**config.mk**
```make
export PLATFORM = sky130hd
export DESIGN_NAME = tcw_seq
export DESIGN_NICKNAME = d
export VERILOG_FILES = /design/src/hw/rtl/tcw_pkg.sv /design/src/hw/rtl/tcw_seq.sv
export SDC_FILE = /design/constraint.sdc
export NUM_CORES = 1
export LEC_CHECK = 0
export ABC_CLOCK_PERIOD_IN_PS = 4700
export CAP_MARGIN = 20
export CORE_ASPECT_RATIO = 0.6
export CORE_MARGIN = 2
export CORE_UTILIZATION = 40
export DETAILED_ROUTE_END_ITERATION = 8
export DONT_BUFFER_PORTS = 1
export GPL_ROUTABILITY_DRIVEN = 0
export HOLD_SLACK_MARGIN = 0.02
export PLACE_DENSITY = 0.51
export RECOVER_POWER = 25
export SETUP_SLACK_MARGIN = 0.02
export SYNTH_ARGS = -nofsm -noshare
export SYNTH_HDL_FRONTEND = slang
export SYNTH_SLANG_ARGS = --single-unit
```
**constraint.sdc**
```tcl
create_clock -name clk -period 4.7 [get_ports clk]
set_input_delay 0.47 -clock clk [delete_from_list [all_inputs] [get_ports clk]]
set_output_delay 0.47 -clock clk [all_outputs]
set_load 0.05 [all_outputs]
```
**src/hw/rtl/tcw_pkg.sv**
```systemverilog
// ----------------------------------------------------------------------------
// tcw_pkg: shared types and constants of the text console writer
// Cell layout, request and register codes, sequencer states and the
// result record passed from the sequencer to the top level.
// ----------------------------------------------------------------------------
`default_nettype none

package tcw_pkg;

	// default screen geometry
	localparam int SCREEN_ROWS_DEF = 25;
	localparam int SCREEN_COLS_DEF = 80;

	// fixed field widths
	localparam int IDX_W = 11;
	localparam int CFG_W = 5;

	// register reset values
	localparam logic [CFG_W-1:0] SCROLL_TOP_RST    = 5'd0;
	localparam logic [CFG_W-1:0] SCROLL_BOTTOM_RST = 5'd24;

	// character and attribute constants
	localparam logic [7:0] BLANK_CHAR = 8'h20;
	localparam logic [7:0] BLANK_ATTR = 8'h07;
	localparam logic [7:0] BOLD_ATTR  = 8'h09;

	// control codes and the printable window
	localparam logic [7:0] CODE_BS    = 8'h08;
	localparam logic [7:0] CODE_LF    = 8'h0A;
	localparam logic [7:0] CODE_CR    = 8'h0D;
	localparam logic [7:0] CODE_FIRST = 8'h08;
	localparam logic [7:0] CODE_LIMIT = 8'h80;

	typedef enum logic [1:0] {
		REQ_PUT   = 2'd0,
		REQ_READ  = 2'd1,
		REQ_CLEAR = 2'd2
	} req_t;

	typedef enum logic {
		REG_SCROLL_TOP    = 1'b0,
		REG_SCROLL_BOTTOM = 1'b1
	} reg_idx_t;

	typedef struct packed {
		logic [7:0] attr;
		logic [7:0] chr;
	} cell_t;

	localparam cell_t BLANK_CELL = '{attr: BLANK_ATTR, chr: BLANK_CHAR};

	typedef struct packed {
		logic [7:0] cell_char;
		logic [7:0] cell_attr;
		logic [4:0] cursor_row;
		logic [6:0] cursor_col;
		logic       scrolled;
	} res_t;

	typedef enum logic [3:0] {
		ST_INIT,
		ST_IDLE,
		ST_EXEC,
		ST_SCR_A,
		ST_SCR_B,
		ST_SHIFT,
		ST_SHIFT_END,
		ST_BLANK,
		ST_CLEAR
	} state_t;

endpackage

`default_nettype wire

```
**src/hw/rtl/tcw_seq.sv**
```systemverilog
// ----------------------------------------------------------------------------
// tcw_seq: request sequencer of the text console writer
// Holds the cursor, executes requests against the cell store and walks the
// store for the power-up clear, clear requests and region scrolls.
// ----------------------------------------------------------------------------
`default_nettype none

module tcw_seq #(
	parameter int ROWS = tcw_pkg::SCREEN_ROWS_DEF,
	parameter int COLS = tcw_pkg::SCREEN_COLS_DEF,
	parameter int RW   = $clog2(ROWS + 1),
	parameter int AW   = $clog2(ROWS * COLS)
) (
	input  wire logic                      clk,
	input  wire logic                      arst_n,
	// request
	input  wire logic                      start,
	output logic                           busy,
	input  wire logic [1:0]                req_type,
	input  wire logic [7:0]                char_code,
	input  wire logic [7:0]                attribute,
	input  wire logic                      bold,
	input  wire logic [tcw_pkg::IDX_W-1:0] cell_index,
	// clamped scrolling region
	input  wire logic [RW-1:0]             top_row,
	input  wire logic [RW-1:0]             bottom_row,
	// result
	output logic                           done,
	output tcw_pkg::res_t                  res,
	// cell store
	output logic                           mem_we,
	output logic [AW-1:0]                  mem_waddr,
	output tcw_pkg::cell_t                 mem_wdata,
	output logic [AW-1:0]                  mem_raddr,
	input  wire tcw_pkg::cell_t            mem_rdata
);

	localparam int NCELLS = ROWS * COLS;
	localparam int PW     = $clog2(NCELLS + 1);
	localparam int CW     = $clog2(COLS + 1);
	localparam int IW     = (PW > tcw_pkg::IDX_W) ? PW : tcw_pkg::IDX_W;

	localparam logic [PW-1:0] COLS_P = PW'(COLS);
	localparam logic [PW-1:0] LAST_P = PW'(NCELLS - 1);
	localparam logic [CW-1:0] COL_LAST = CW'(COLS - 1);
	localparam logic [IW-1:0] NCELLS_I = IW'(NCELLS);

	tcw_pkg::state_t state_q, state_d;

	logic [RW-1:0] cur_row_q, row_d;
	logic [CW-1:0] cur_col_q, col_d;
	logic [PW-1:0] p_q, p_d;
	logic [PW-1:0] src_q, src_d;
	logic [PW-1:0] lim_q, lim_d;
	logic [PW-1:0] bend_q, bend_d;
	logic [PW-1:0] p_s1;
	logic          vld_s1, vld_d;

	// latched request
	tcw_pkg::req_t req_q;
	logic [7:0]    code_q;
	logic [7:0]    attr_q;
	logic          bold_q;
	logic          idx_ok_q;

	logic [IW-1:0] idx_ext;
	logic          idx_ok;
	logic          latch;

	logic          fin;
	logic          scr;
	tcw_pkg::res_t res_d;
	tcw_pkg::res_t res_q;
	logic          done_q;

	// put decode
	logic          put_ign;
	logic [RW-1:0] put_row;
	logic [CW-1:0] put_col;
	logic          put_wr;
	logic          put_chk;
	logic [PW-1:0] cur_addr;

	assign idx_ext = IW'(cell_index);
	assign idx_ok  = idx_ext < NCELLS_I;
	assign busy    = state_q != tcw_pkg::ST_IDLE;
	assign done    = done_q;
	assign res     = res_q;

	assign cur_addr = PW'(cur_row_q) * COLS_P + PW'(cur_col_q);

	// decode the character against the cursor
	always_comb begin
		put_ign = (code_q < tcw_pkg::CODE_FIRST) || (code_q >= tcw_pkg::CODE_LIMIT);
		put_row = cur_row_q;
		put_col = cur_col_q;
		put_wr  = 1'b0;
		put_chk = 1'b0;
		if (!put_ign) begin
			case (code_q)
				tcw_pkg::CODE_BS: begin
					if (cur_col_q != '0) begin
						put_col = cur_col_q - 1'b1;
					end
				end
				tcw_pkg::CODE_LF: begin
					put_col = '0;
					put_row = cur_row_q + 1'b1;
					put_chk = 1'b1;
				end
				tcw_pkg::CODE_CR: begin
					put_col = '0;
					put_chk = 1'b1;
				end
				default: begin
					put_wr  = 1'b1;
					put_chk = 1'b1;
					if (cur_col_q == COL_LAST) begin
						put_col = '0;
						put_row = cur_row_q + 1'b1;
					end else begin
						put_col = cur_col_q + 1'b1;
					end
				end
			endcase
		end
	end

	// state register
	always_ff @(posedge clk or negedge arst_n) begin
		if (!arst_n) begin
			state_q <= tcw_pkg::ST_INIT;
		end else begin
			state_q <= state_d;
		end
	end

	// next state, store access and result
	always_comb begin
		state_d   = state_q;
		row_d     = cur_row_q;
		col_d     = cur_col_q;
		p_d       = p_q;
		src_d     = src_q;
		lim_d     = lim_q;
		bend_d    = bend_q;
		vld_d     = 1'b0;
		latch     = 1'b0;
		fin       = 1'b0;
		scr       = 1'b0;
		mem_we    = 1'b0;
		mem_waddr = p_q[AW-1:0];
		mem_wdata = tcw_pkg::BLANK_CELL;
		mem_raddr = src_q[AW-1:0];
		res_d     = '0;

		case (state_q)
			tcw_pkg::ST_INIT, tcw_pkg::ST_CLEAR: begin
				// sweep every cell to blank
				mem_we = 1'b1;
				p_d    = p_q + 1'b1;
				if (p_q == LAST_P) begin
					p_d     = '0;
					state_d = tcw_pkg::ST_IDLE;
					fin     = state_q == tcw_pkg::ST_CLEAR;
				end
			end
			tcw_pkg::ST_IDLE: begin
				// read the requested cell while the request is latched
				mem_raddr = idx_ext[AW-1:0];
				if (start) begin
					latch   = 1'b1;
					state_d = tcw_pkg::ST_EXEC;
				end
			end
			tcw_pkg::ST_EXEC: begin
				case (req_q)
					tcw_pkg::REQ_PUT: begin
						if (put_wr) begin
							mem_we         = 1'b1;
							mem_waddr      = cur_addr[AW-1:0];
							mem_wdata.chr  = code_q;
							mem_wdata.attr = bold_q ? tcw_pkg::BOLD_ATTR : attr_q;
						end
						row_d = put_row;
						col_d = put_col;
						if (put_chk && (put_row > bottom_row)) begin
							row_d   = bottom_row;
							state_d = tcw_pkg::ST_SCR_A;
						end else begin
							fin     = 1'b1;
							state_d = tcw_pkg::ST_IDLE;
						end
					end
					tcw_pkg::REQ_READ: begin
						if (idx_ok_q) begin
							res_d.cell_char = mem_rdata.chr;
							res_d.cell_attr = mem_rdata.attr;
						end
						fin     = 1'b1;
						state_d = tcw_pkg::ST_IDLE;
					end
					tcw_pkg::REQ_CLEAR: begin
						row_d   = '0;
						col_d   = '0;
						p_d     = '0;
						state_d = tcw_pkg::ST_CLEAR;
					end
					default: begin
						fin     = 1'b1;
						state_d = tcw_pkg::ST_IDLE;
					end
				endcase
			end
			tcw_pkg::ST_SCR_A: begin
				// destination starts at the top row
				p_d     = PW'(top_row) * COLS_P;
				state_d = tcw_pkg::ST_SCR_B;
			end
			tcw_pkg::ST_SCR_B: begin
				src_d   = p_q + COLS_P;
				lim_d   = PW'(bottom_row) * COLS_P;
				state_d = tcw_pkg::ST_SHIFT;
			end
			tcw_pkg::ST_SHIFT: begin
				// write back the cell read in the previous cycle
				if (vld_s1) begin
					mem_we    = 1'b1;
					mem_waddr = p_s1[AW-1:0];
					mem_wdata = mem_rdata;
				end
				if (p_q >= lim_q) begin
					state_d = tcw_pkg::ST_SHIFT_END;
				end else begin
					vld_d = 1'b1;
					p_d   = p_q + 1'b1;
					src_d = src_q + 1'b1;
				end
			end
			tcw_pkg::ST_SHIFT_END: begin
				// drain the last copy, then aim at the blank span
				if (vld_s1) begin
					mem_we    = 1'b1;
					mem_waddr = p_s1[AW-1:0];
					mem_wdata = mem_rdata;
				end
				p_d     = lim_q + PW'(cur_col_q);
				bend_d  = lim_q + COLS_P - 1'b1;
				state_d = tcw_pkg::ST_BLANK;
			end
			tcw_pkg::ST_BLANK: begin
				mem_we = 1'b1;
				p_d    = p_q + 1'b1;
				if (p_q == bend_q) begin
					fin     = 1'b1;
					scr     = 1'b1;
					state_d = tcw_pkg::ST_IDLE;
				end
			end
			default: begin
				state_d = tcw_pkg::ST_IDLE;
			end
		endcase

		res_d.cursor_row = 5'(row_d);
		res_d.cursor_col = 7'(col_d);
		res_d.scrolled   = scr;
	end

	// control registers
	always_ff @(posedge clk or negedge arst_n) begin
		if (!arst_n) begin
			cur_row_q <= '0;
			cur_col_q <= '0;
			p_q       <= '0;
			vld_s1    <= 1'b0;
			done_q    <= 1'b0;
		end else begin
			cur_row_q <= row_d;
			cur_col_q <= col_d;
			p_q       <= p_d;
			vld_s1    <= vld_d;
			done_q    <= fin;
		end
	end

	// payload registers
	always_ff @(posedge clk) begin
		src_q  <= src_d;
		lim_q  <= lim_d;
		bend_q <= bend_d;
		p_s1   <= p_q;
		if (latch) begin
			req_q    <= tcw_pkg::req_t'(req_type);
			code_q   <= char_code;
			attr_q   <= attribute;
			bold_q   <= bold;
			idx_ok_q <= idx_ok;
		end
		if (fin) begin
			res_q <= res_d;
		end
	end

endmodule

`default_nettype wire

```
==> run summary, run 1 <==
Detail Placement HPWL: 14300 um
Pleak: 0.00303 uW
critical path startpoint category: flop
CTS Buffer Depth: 2
post-synthesis sequential area ratio: 0.461
Logic pwr share: 0.372
post-synthesis xor/xnor area fraction: 0.0586
total die area: 0.0183 mm^2
Flop pwr share: 0.345
maximum number of pins on one net before global-route repair: 31
FP Rows: 37
post-synthesis mux area share: 0.0195
Max Clock Freq: 229 MHz
Die Span Y: 106 um
Clock Tree Root: clkbuf_16
global route overflow: 0
Layout Skew: 13.1 ps
Max-Cap Viols: 1
clock buffer count from CTS: 17
synth warn: 0
first-pass GRT wire length: 29600 um
count of nets after finishing: 763
Final Critical Period: 4370 ps
CP required: 4730 ps
drt initial violations: 616
Mapped Cells: 649
average cell area after synthesis: 10.6 um^2
Clock Latency Late Sink: 410 ps
IO buf count: 0
clock power share: 0.283
Switching Share: 0.444
core area: 0.0170 mm^2
data arrival time of the worst path: 4410 ps
Global Route Usage Sum: 0.212
area fraction in compound gates after synthesis: 0.167
Main synth FF type: edfxtp_1
Post-synth EDFFs: 74
P&R area growth vs syn: 13.0%
Post-Synth Simple-Gate Area: 0.156
clock tree sinks: 114
CTS tree: built
final wirelength: 19200 um
status: complete, but fails checks
RSZ-0062 raised after global routing: no
final worst slack: 328 ps
critical path capture point type: flop
Die Wd: 173 um
via-per-instance ratio: 5.80
worst hold-check path type: in -> reg
critical path peak fanout: 30
syn_nets: 759
Setup TNS Final: 0 ps
vias in the first global route: 4991
I/O Pins: 129
Vias: 5219
antenna violations before repair: 0
CP Class: reg -> reg
flops & latches, synth: 114
# setup viols final: 0
Place WS: 424 ps
P_int: 2840 uW
number of H-tree levels: 4
Setup Fix Bufs, Post-CTS: 0
final-report max-slew violation count: 30
Synth async-reset ratio: 0.254
Cell variety after synth: 78
worst-margin pin slew: 1990 ps
post-route cell area: 0.00777 mm^2
number of diodes: 0
Residual DRC: 0
routed len/inst: 21.3 um
NetSw: 2270 uW
share of layout cells above drive strength 1: 0.107
drt first pass iters: 7
Adder-Cell Fraction of Synth Area: 0.0998
Initial Util: 0.405
DP Area: 0.00711 mm^2
PwrDens: 657 mW/mm^2
Final Hold Vio Count: 0
Routed Antenna Nets: 0
clk slew on worst S/H paths: 60 ps
Max-slew headroom: -0.327
failing checks: max-capacitance violations, max-slew violations
ratio of final minimum period to clock period: 0.930
Max VDD drop: 215 uV
main combinational cell family by area after synthesis: compound AO/OA/AOI/OAI gates
mapped cell area: 0.00687 mm^2
-- metrics by stage --
stage,hold slack [ps],utilization,std cells,power (uW)
3_5_place_dp,176,0.418,866,3650
3_3_place_gp,176,0.418,866,3630
4_1_cts,137,0.458,900,5120
5_1_grt,134,0.457,900,5360
6_report,149,0.457,900,5110
2_1_floorplan,174,-,649,3240
-- placed cells by master, fill, tap and decap left out, types with 6 or more instances in the layout --
master and n:
ha_1 46, edfxtp_1 74, a22o_1 13, a21oi_1 39, dfrtp_1 29, xnor2_1 24
o21ai_1 6, inv_1 32, nor2_1 39, nand4_1 7, nand3_1 22, dfxtp_1 11
a221o_1 12, nand2_1 40, buf_4 11, clkbuf_16 17, a21o_1 11, and2_1 20
and3_1 13, nor3_1 15, o21ai_0 37, nor4_1 7, mux2_2 11, nor2b_1 6
xor2_1 22
-- power groups by stage --
stage          Clock (uW)  Combinational (uW)  Sequential [uW]
6_report             1440                1900             1760
5_1_grt              1500                2060             1800
3_5_place_dp            0                1880             1770
2_1_floorplan           0                1620             1620
4_1_cts              1470                1900             1760
3_3_place_gp            0                1860             1770
-- registers in the layout (all words and copies together), names as in the netlist, 2 cells and up --
register,flops
attr_q,8
bend_q,7
code_q,8
cur_col_q,7
cur_row_q,5
lim_q,7
p_q,11
p_s1,11
req_q,2
res,29
src_q,11
state_q,4
-- cell families after synthesis --
| family | after synthesis |
|---|---|
| AOI/OAI and AO/OA | 167 |
| xor gates and xnor gates | 46 |
| adders and majority gates | 52 |
| buffers and inverters | 60 |
| DFF | 114 |
| muxes | 12 |
| and+or+nand+nor | 198 |
-- worst max-delay path, cell delays in order, from the launching register on --
cell and delay (ps):
dfrtp_1 490, ha_1 260, and3_1 270, nand3_1 190, o211ai_1 340, or4b_1 560, xnor2_1 170, ha_1 310
a31o_2 210, o2111a_1 250, nor2_1 150, o21ba_2 160, a311o_2 620
-- Yosys cell counts (all sizes together) (4+ instances only) --
master | instances | area share
a22o | 13 | 0.017
nand2b | 5 | 0.0056
dfrtp | 29 | 0.11
xor2 | 22 | 0.028
and2 | 20 | 0.018
clkbuf | 16 | 0.0087
fa | 5 | 0.015
nor4 | 7 | 0.0064
nor2 | 40 | 0.023
o211ai | 4 | 0.0051
o21ai | 43 | 0.031
a31oi | 4 | 0.0036
mux2 | 11 | 0.018
buf | 12 | 0.012
a21o | 11 | 0.012
edfxtp | 74 | 0.32
nor3 | 19 | 0.018
nand4 | 7 | 0.0064
xnor2 | 24 | 0.031
inv | 32 | 0.017
ha | 46 | 0.084
nand2 | 41 | 0.023
a221o | 12 | 0.017
a21oi | 39 | 0.028
dfxtp | 11 | 0.032
nor2b | 6 | 0.0055
a221oi | 4 | 0.0051
and3 | 13 | 0.012
or3 | 4 | 0.0044
nand3 | 22 | 0.016
-- layout make-up --
| type | instances | area [um^2] |
|---|---|---|
| inverter | 32 | 120 |
| sequential | 114 | 3170 |
| clock inverter | 15 | 220 |
| fill | 1574 | 9220 |
| multi-input combinational | 475 | 3450 |
| timing repair buffer | 13 | 96.3 |
| clock buffer | 17 | 425 |
| tap | 234 | 293 |
-- path summary, 6_finish.rpt --
| path | start | end | slack (ps) | cells past startpoint |
|---|---|---|---|---|
| min in group asynchronous | arst_n | cur_row_q[3] | 1170 | 2 |
| max reg2reg | cur_col_q[0] | res[7] | 330 | 12 |
| min | char_code[7] | code_q[7] | 150 | 0 |
| min reg2reg | p_q[1] | p_s1[1] | 430 | 0 |
| max in group asynchronous | arst_n | cur_col_q[3] | 2380 | 2 |
| max | cur_col_q[0] | res[7] | 330 | 12 |
-- what timing repair did --
item / CTS / global route
resized for setup: 0 / 0
hold buffers: 2 / 0
endpoints found under the hold margin: 29 / 0
-- metal layers --
layer  share of wire  up-vias  track usage
li1                -     2438            -
met1            0.50     2540        0.330
met2            0.41      224        0.292
met3           0.083       17       0.0527
met4          0.0063        0       0.0478
met5               0        -            0
Power figures use the tool's default switching activity.
==> inputs of run 2 (changes only) <==
--- a/config.mk
+++ b/config.mk
@@ -10,6 +10,7 @@
 export CORE_ASPECT_RATIO = 0.6
 export CORE_MARGIN = 2
 export CORE_UTILIZATION = 40
+export CTS_BUF_LIST = sky130_fd_sc_hd__clkbuf_4
 export DETAILED_ROUTE_END_ITERATION = 8
 export DONT_BUFFER_PORTS = 1
 export GPL_ROUTABILITY_DRIVEN = 0
==> run summary, run 2 (same netlist as run 1, synthesis figures left out) <==
Setup TNS Final: 0 ps (unchanged)
drt first pass iters: 5 (was 7)
first-pass GRT wire length: 29900 um (was 29600 um)
CP max stage delay: 610 ps (was 620 ps)
I/O Pins: 129 (unchanged)
most common cell after layout, fill and taps aside: edfxtp_1 (unchanged)
Largest register FFs: 29 (unchanged)
IO buf count: 0 (unchanged)
fin util: 0.451 (was 0.457)
Max Clock Freq: 227 MHz (was 229 MHz)
P&R area growth vs syn: 11.5% (was 13.0%)
status: complete, but fails checks (unchanged)
Routed Antenna Nets: 0 (unchanged)
Max VDD drop: 232 uV (was 215 uV)
drt initial violations: 583 (was 616)
via-per-instance ratio: 5.78 (was 5.80)
count of nets after finishing: 782 (was 763)
Setup Fix Bufs, Post-CTS: 0 (unchanged)
Max-slew headroom: -0.262 (was -0.327)
antenna violations before repair: 0 (unchanged)
CP Class: reg -> reg (unchanged)
final-report max-slew violation count: 30 (unchanged)
data arrival time of the worst path: 4560 ps (was 4410 ps)
critical path peak fanout: 30 (unchanged)
routed len/inst: 21.0 um (was 21.3 um)
failing checks: max-capacitance violations, max-slew violations (unchanged)
critical path capture point type: flop (unchanged)
Clock Latency Late Sink: 530 ps (was 410 ps)
Final Hold Vio Count: 0 (unchanged)
Residual DRC: 0 (unchanged)
number of diodes: 0 (unchanged)
Final Critical Period: 4410 ps (was 4370 ps)
worst-margin pin slew: 1890 ps (was 1990 ps)
overall power: 4590 uW (was 5110 uW)
core area: 0.0170 mm^2 (unchanged)
maximum number of pins on one net before global-route repair: 31 (unchanged)
CTS Buffer Depth: 2 (unchanged)
clock tree sinks: 114 (unchanged)
ratio of final minimum period to clock period: 0.939 (was 0.930)
share of layout cells above drive strength 1: 0.104 (was 0.107)
Die Span Y: 106 um (unchanged)
Clock Tree Root: clkbuf_4 (was clkbuf_16)
worst hold-check path type: in -> reg (unchanged)
Top Family by Delay on Critical Path: compound AO/OA/AOI/OAI gates (unchanged)
final wirelength: 19300 um (was 19200 um)
total die area: 0.0183 mm^2 (unchanged)
CP required: 4850 ps (was 4730 ps)
CP Cell Sequence: ha_1 > and3_1 > nand3_1 > o211ai_1 > nand2_1 > mux2_2 > ha_1 > and3_1 > a31o_2 > o2111a_1 > nor2_1 > o21ba_2 > a311o_2 (was ha_1 > and3_1 > nand3_1 > o211ai_1 > or4b_1 > xnor2_1 > ha_1 > a31o_2 > o2111a_1 > nor2_1 > o21ba_2 > a311o_2)
post-CTS sizing: 0 (unchanged)
global route overflow: 0 (unchanged)
PwrDens: 599 mW/mm^2 (was 657 mW/mm^2)
critical path startpoint category: flop (unchanged)
Vias: 5316 (was 5219)
number of H-tree levels: 4 (unchanged)
FP Rows: 37 (unchanged)
Layout Skew: 28.5 ps (was 13.1 ps)
Max-Cap Viols: 1 (unchanged)
vias in the first global route: 5087 (was 4991)
Pleak: 0.00298 uW (was 0.00303 uW)
clk slew on worst S/H paths: 120 ps (was 60 ps)
commonest non-fill, non-tap cells in the layout: edfxtp_1, ha_1, nand2_1, nor2_1, a21oi_1 (unchanged)
Global Route Usage Sum: 0.213 (was 0.212)
Die Wd: 173 um (unchanged)
CTS tree: built (unchanged)
RSZ-0062 raised after global routing: no (unchanged)
clock buffer count from CTS: 17 (unchanged)
# setup viols final: 0 (unchanged)
Slowest cell on crit path: a311o_2 (unchanged)
Detail Placement HPWL: 14300 um (unchanged)
Initial Util: 0.405 (unchanged)
crit path buf inv count: 0 (unchanged)
run 2: cell count changes in the layout (fill, tap and decap cells not counted), sizes merged:
cell and change:
dlygate4sd3 +19
run 2: cell type report:
cell class	count	area, um^2
multi-input cells	475	3450
fillers	1619	9330
well taps	234	293
inverters	32	120
clock inverters	15	220
flip-flops and latches	114	3170
repair buffers	32	287
clock buffers	17	128
run 2: timing repair:
item | CTS | global route
hold buffers | 21 | 0
hold endpoints to repair | 48 | 0
endpoints found under the setup margin | 0 | 0
run 2: worst register-to-register path, delay by kind of cell, from the launching register on:
kind | cells | cell delay, ps
adders and majority gates | 2 | 540
muxes | 1 | 370
AOI/OAI and AO/OA | 5 | 1620
DFF | 1 | 520
and+or+nand+nor | 5 | 1000
run 2: power breakdown:
group	total [uW]	switching (uW)	internal [uW]
clock network	913	473	440
logic	1910	1360	559
registers	1760	380	1380
run 2: final timing paths:
| check | start | end | slack (ps) | cells past startpoint |
|---|---|---|---|---|
| max | cur_col_q[0] | res[7] | 290 | 13 |
| min | bottom_row[1] | lim_q[5] | 60 | 0 |
| max reg2reg | cur_col_q[0] | res[7] | 290 | 13 |
| min reg2reg | p_q[1] | p_s1[1] | 450 | 0 |
| max in group asynchronous | arst_n | cur_col_q[6] | 2520 | 2 |
| min in group asynchronous | arst_n | cur_col_q[5] | 1080 | 2 |
run 2: per-layer routing:
metal  track usage  part of all wire
met3        0.0491             0.070
met4        0.0496            0.0076
met2         0.297              0.41
met1         0.331              0.51
met5             0                 0
run 2: stage by stage:
stage | std cells | hold slack, ps | worst slack [ps] | instance area [um^2]
after floorplan | 649 | 174 | 490 | 6870
after global placement | 866 | 176 | 503 | 7110
after detailed placement | 866 | 176 | 424 | 7110
after CTS | 919 | 26.0 | 349 | 7680
after global routing | 919 | 20.7 | 56.1 | 7660
final | 919 | 59.6 | 286 | 7660
==> inputs of run 3 (changes only) <==
--- a/config.mk
+++ b/config.mk
@@ -9,14 +9,13 @@
 export CAP_MARGIN = 20
 export CORE_ASPECT_RATIO = 0.6
 export CORE_MARGIN = 2
-export CORE_UTILIZATION = 40
+export CORE_UTILIZATION = 50
 export CTS_BUF_LIST = sky130_fd_sc_hd__clkbuf_4
 export DETAILED_ROUTE_END_ITERATION = 8
 export DONT_BUFFER_PORTS = 1
 export GPL_ROUTABILITY_DRIVEN = 0
 export HOLD_SLACK_MARGIN = 0.02
-export PLACE_DENSITY = 0.51
-export RECOVER_POWER = 25
+export PLACE_DENSITY = 0.62
 export SETUP_SLACK_MARGIN = 0.02
 export SYNTH_ARGS = -nofsm -noshare
 export SYNTH_HDL_FRONTEND = slang
==> run summary, run 3 (same netlist as run 1, synthesis figures left out) <==
status: finished clean (was complete, but fails checks)
clock power share: 0.177 (was 0.199)
most common cell after layout, fill and taps aside: edfxtp_1 (unchanged)
PwrDens: 592 mW/mm^2 (was 599 mW/mm^2)
Logic pwr share: 0.432 (was 0.417)
clock tree sinks: 114 (unchanged)
Residual DRC: 0 (unchanged)
worst hold-check path type: in -> reg (unchanged)
data arrival time of the worst path: 4630 ps (was 4560 ps)
RSZ-0062 raised after global routing: no (unchanged)
Initial Util: 0.507 (was 0.405)
number of H-tree levels: 4 (unchanged)
number of diodes: 0 (unchanged)
I/O Pins: 129 (unchanged)
Switching Share: 0.483 (was 0.482)
post-CTS sizing: 0 (unchanged)
Die Wd: 155 um (was 173 um)
# fillers: 1161 (was 1619)
Flop pwr share: 0.391 (was 0.383)
CTS tree: built (unchanged)
P_int: 2320 uW (was 2380 uW)
vias in the first global route: 5016 (was 5087)
P&R area growth vs syn: 10.1% (was 11.5%)
Max-slew headroom: 0.301 (was -0.262)
Largest register FFs: 29 (unchanged)
Clock Tree Root: clkbuf_4 (unchanged)
Global Route Usage Sum: 0.254 (was 0.213)
critical path startpoint category: flop (unchanged)
final worst slack: 238 ps (was 286 ps)
# setup viols final: 0 (unchanged)
Setup Fix Bufs, Post-CTS: 0 (unchanged)
CP Class: reg -> reg (unchanged)
Final Critical Period: 4460 ps (was 4410 ps)
Routed Antenna Nets: 0 (unchanged)
Pleak: 0.00297 uW (was 0.00298 uW)
final wirelength: 18500 um (was 19300 um)
Clock Latency Late Sink: 530 ps (about the same)
antenna violations before repair: 0 (unchanged)
Setup TNS Final: 0 ps (unchanged)
via-per-instance ratio: 6.31 (was 5.78)
Layout Skew: 23.2 ps (was 28.5 ps)
core area: 0.0135 mm^2 (was 0.0170 mm^2)
global route overflow: 0 (unchanged)
count of nets after finishing: 783 (was 782)
first-pass GRT wire length: 28400 um (was 29900 um)
NetSw: 2170 uW (was 2210 uW)
CP required: 4860 ps (was 4850 ps)
ratio of final minimum period to clock period: 0.949 (was 0.939)
IO buf count: 0 (unchanged)
drt first pass iters: 5 (unchanged)
Max-Cap Viols: 0 (was 1)
maximum number of pins on one net before global-route repair: 31 (unchanged)
Max VDD drop: 232 uV (about the same)
Max Clock Freq: 224 MHz (was 227 MHz)
critical path peak fanout: 30 (unchanged)
CTS Buffer Depth: 2 (unchanged)
Final Hold Vio Count: 0 (unchanged)
Layout Cells excl Fill: 861 (was 919)
final-report max-slew violation count: 0 (was 30)
Place WS: 344 ps (was 424 ps)
commonest non-fill, non-tap cells in the layout: edfxtp_1, ha_1, nand2_1, nor2_1, a21oi_1 (unchanged)
clock buffer count from CTS: 17 (unchanged)
drt initial violations: 749 (was 583)
clk slew on worst S/H paths: 110 ps (was 120 ps)
share of layout cells above drive strength 1: 0.103 (was 0.104)
Vias: 5436 (was 5316)
FP Rows: 33 (was 37)
routed len/inst: 21.5 um (was 21.0 um)
dpl cells: 806 (was 866)
worst-margin pin slew: 1050 ps (was 1890 ps)
critical path capture point type: flop (unchanged)
Die Span Y: 94.8 um (was 106 um)
total die area: 0.0147 mm^2 (was 0.0183 mm^2)
Detail Placement HPWL: 13400 um (was 14300 um)
[run 3: worst paths after layout]
kind                                     from          to  slack (ps)  depth (start not counted)
worst max register to register   cur_col_q[1]      res[5]         240                         12
worst min register to register         p_q[1]     p_s1[1]         440                          0
worst min-delay path            mem_rdata[14]     res[19]         130                          1
worst max-delay path             cur_col_q[1]      res[5]         240                         12
min in group asynchronous              arst_n     p_q[10]         360                          2
max in group asynchronous              arst_n  state_q[1]        4130                          2
[run 3: power by group through the flow]
stage	Clock, uW	Sequential, uW	Combinational [uW]
floorplan	0	1620	1620
detailed placement	0	1770	1880
global route	842	1790	2070
finish	793	1750	1940
CTS	803	1740	1910
global placement	0	1760	1840
[run 3: layout make-up]
class,count,area (um^2),share of cell area
Timing Repair Buffer,33,315,0.0417
Inverter,32,120,0.0159
Multi-Input combinational cell,475,3450,0.455
Sequential cell,114,3170,0.419
Tap cell,175,219,0.0289
Clock inverter,14,164,0.0217
Clock buffer,18,135,0.0179
[run 3: routing by layer]
layer | global-route usage | share of wire
met1 | 0.387 | 0.49
met2 | 0.343 | 0.41
met3 | 0.0711 | 0.092
met4 | 0.0810 | 0.014
met5 | 0 | 0
[run 3: critical path: stages, from the launching register on]
cell and delay, ps:
dfrtp_1 510, ha_1 250, and3_1 340, nand3_1 240
o211ai_1 340, or4b_1 550, xnor2_1 160, ha_1 310
a31o_2 210, o2111a_1 250, nor2_1 150, o21ba_2 140
a311o_2 620
[run 3: repair_timing]
| action | in CTS | in global routing |
|---|---|---|
| endpoints found under the setup margin | 0 | 0 |
| hold buffers | 23 | 0 |
| endpoints found under the hold margin | 50 | 0 |
[run 3: through the flow]
step | hold WS [ps] | instance area [um^2] | utilization | total power [uW]
after floorplan | 174 | 6870 | - | 3240
after global placement | 176 | 7030 | 0.519 | 3600
after detailed placement | 176 | 7030 | 0.519 | 3640
after CTS | 100 | 7570 | 0.559 | 4460
after global routing | 102 | 7570 | 0.559 | 4700
final | 132 | 7570 | 0.559 | 4480
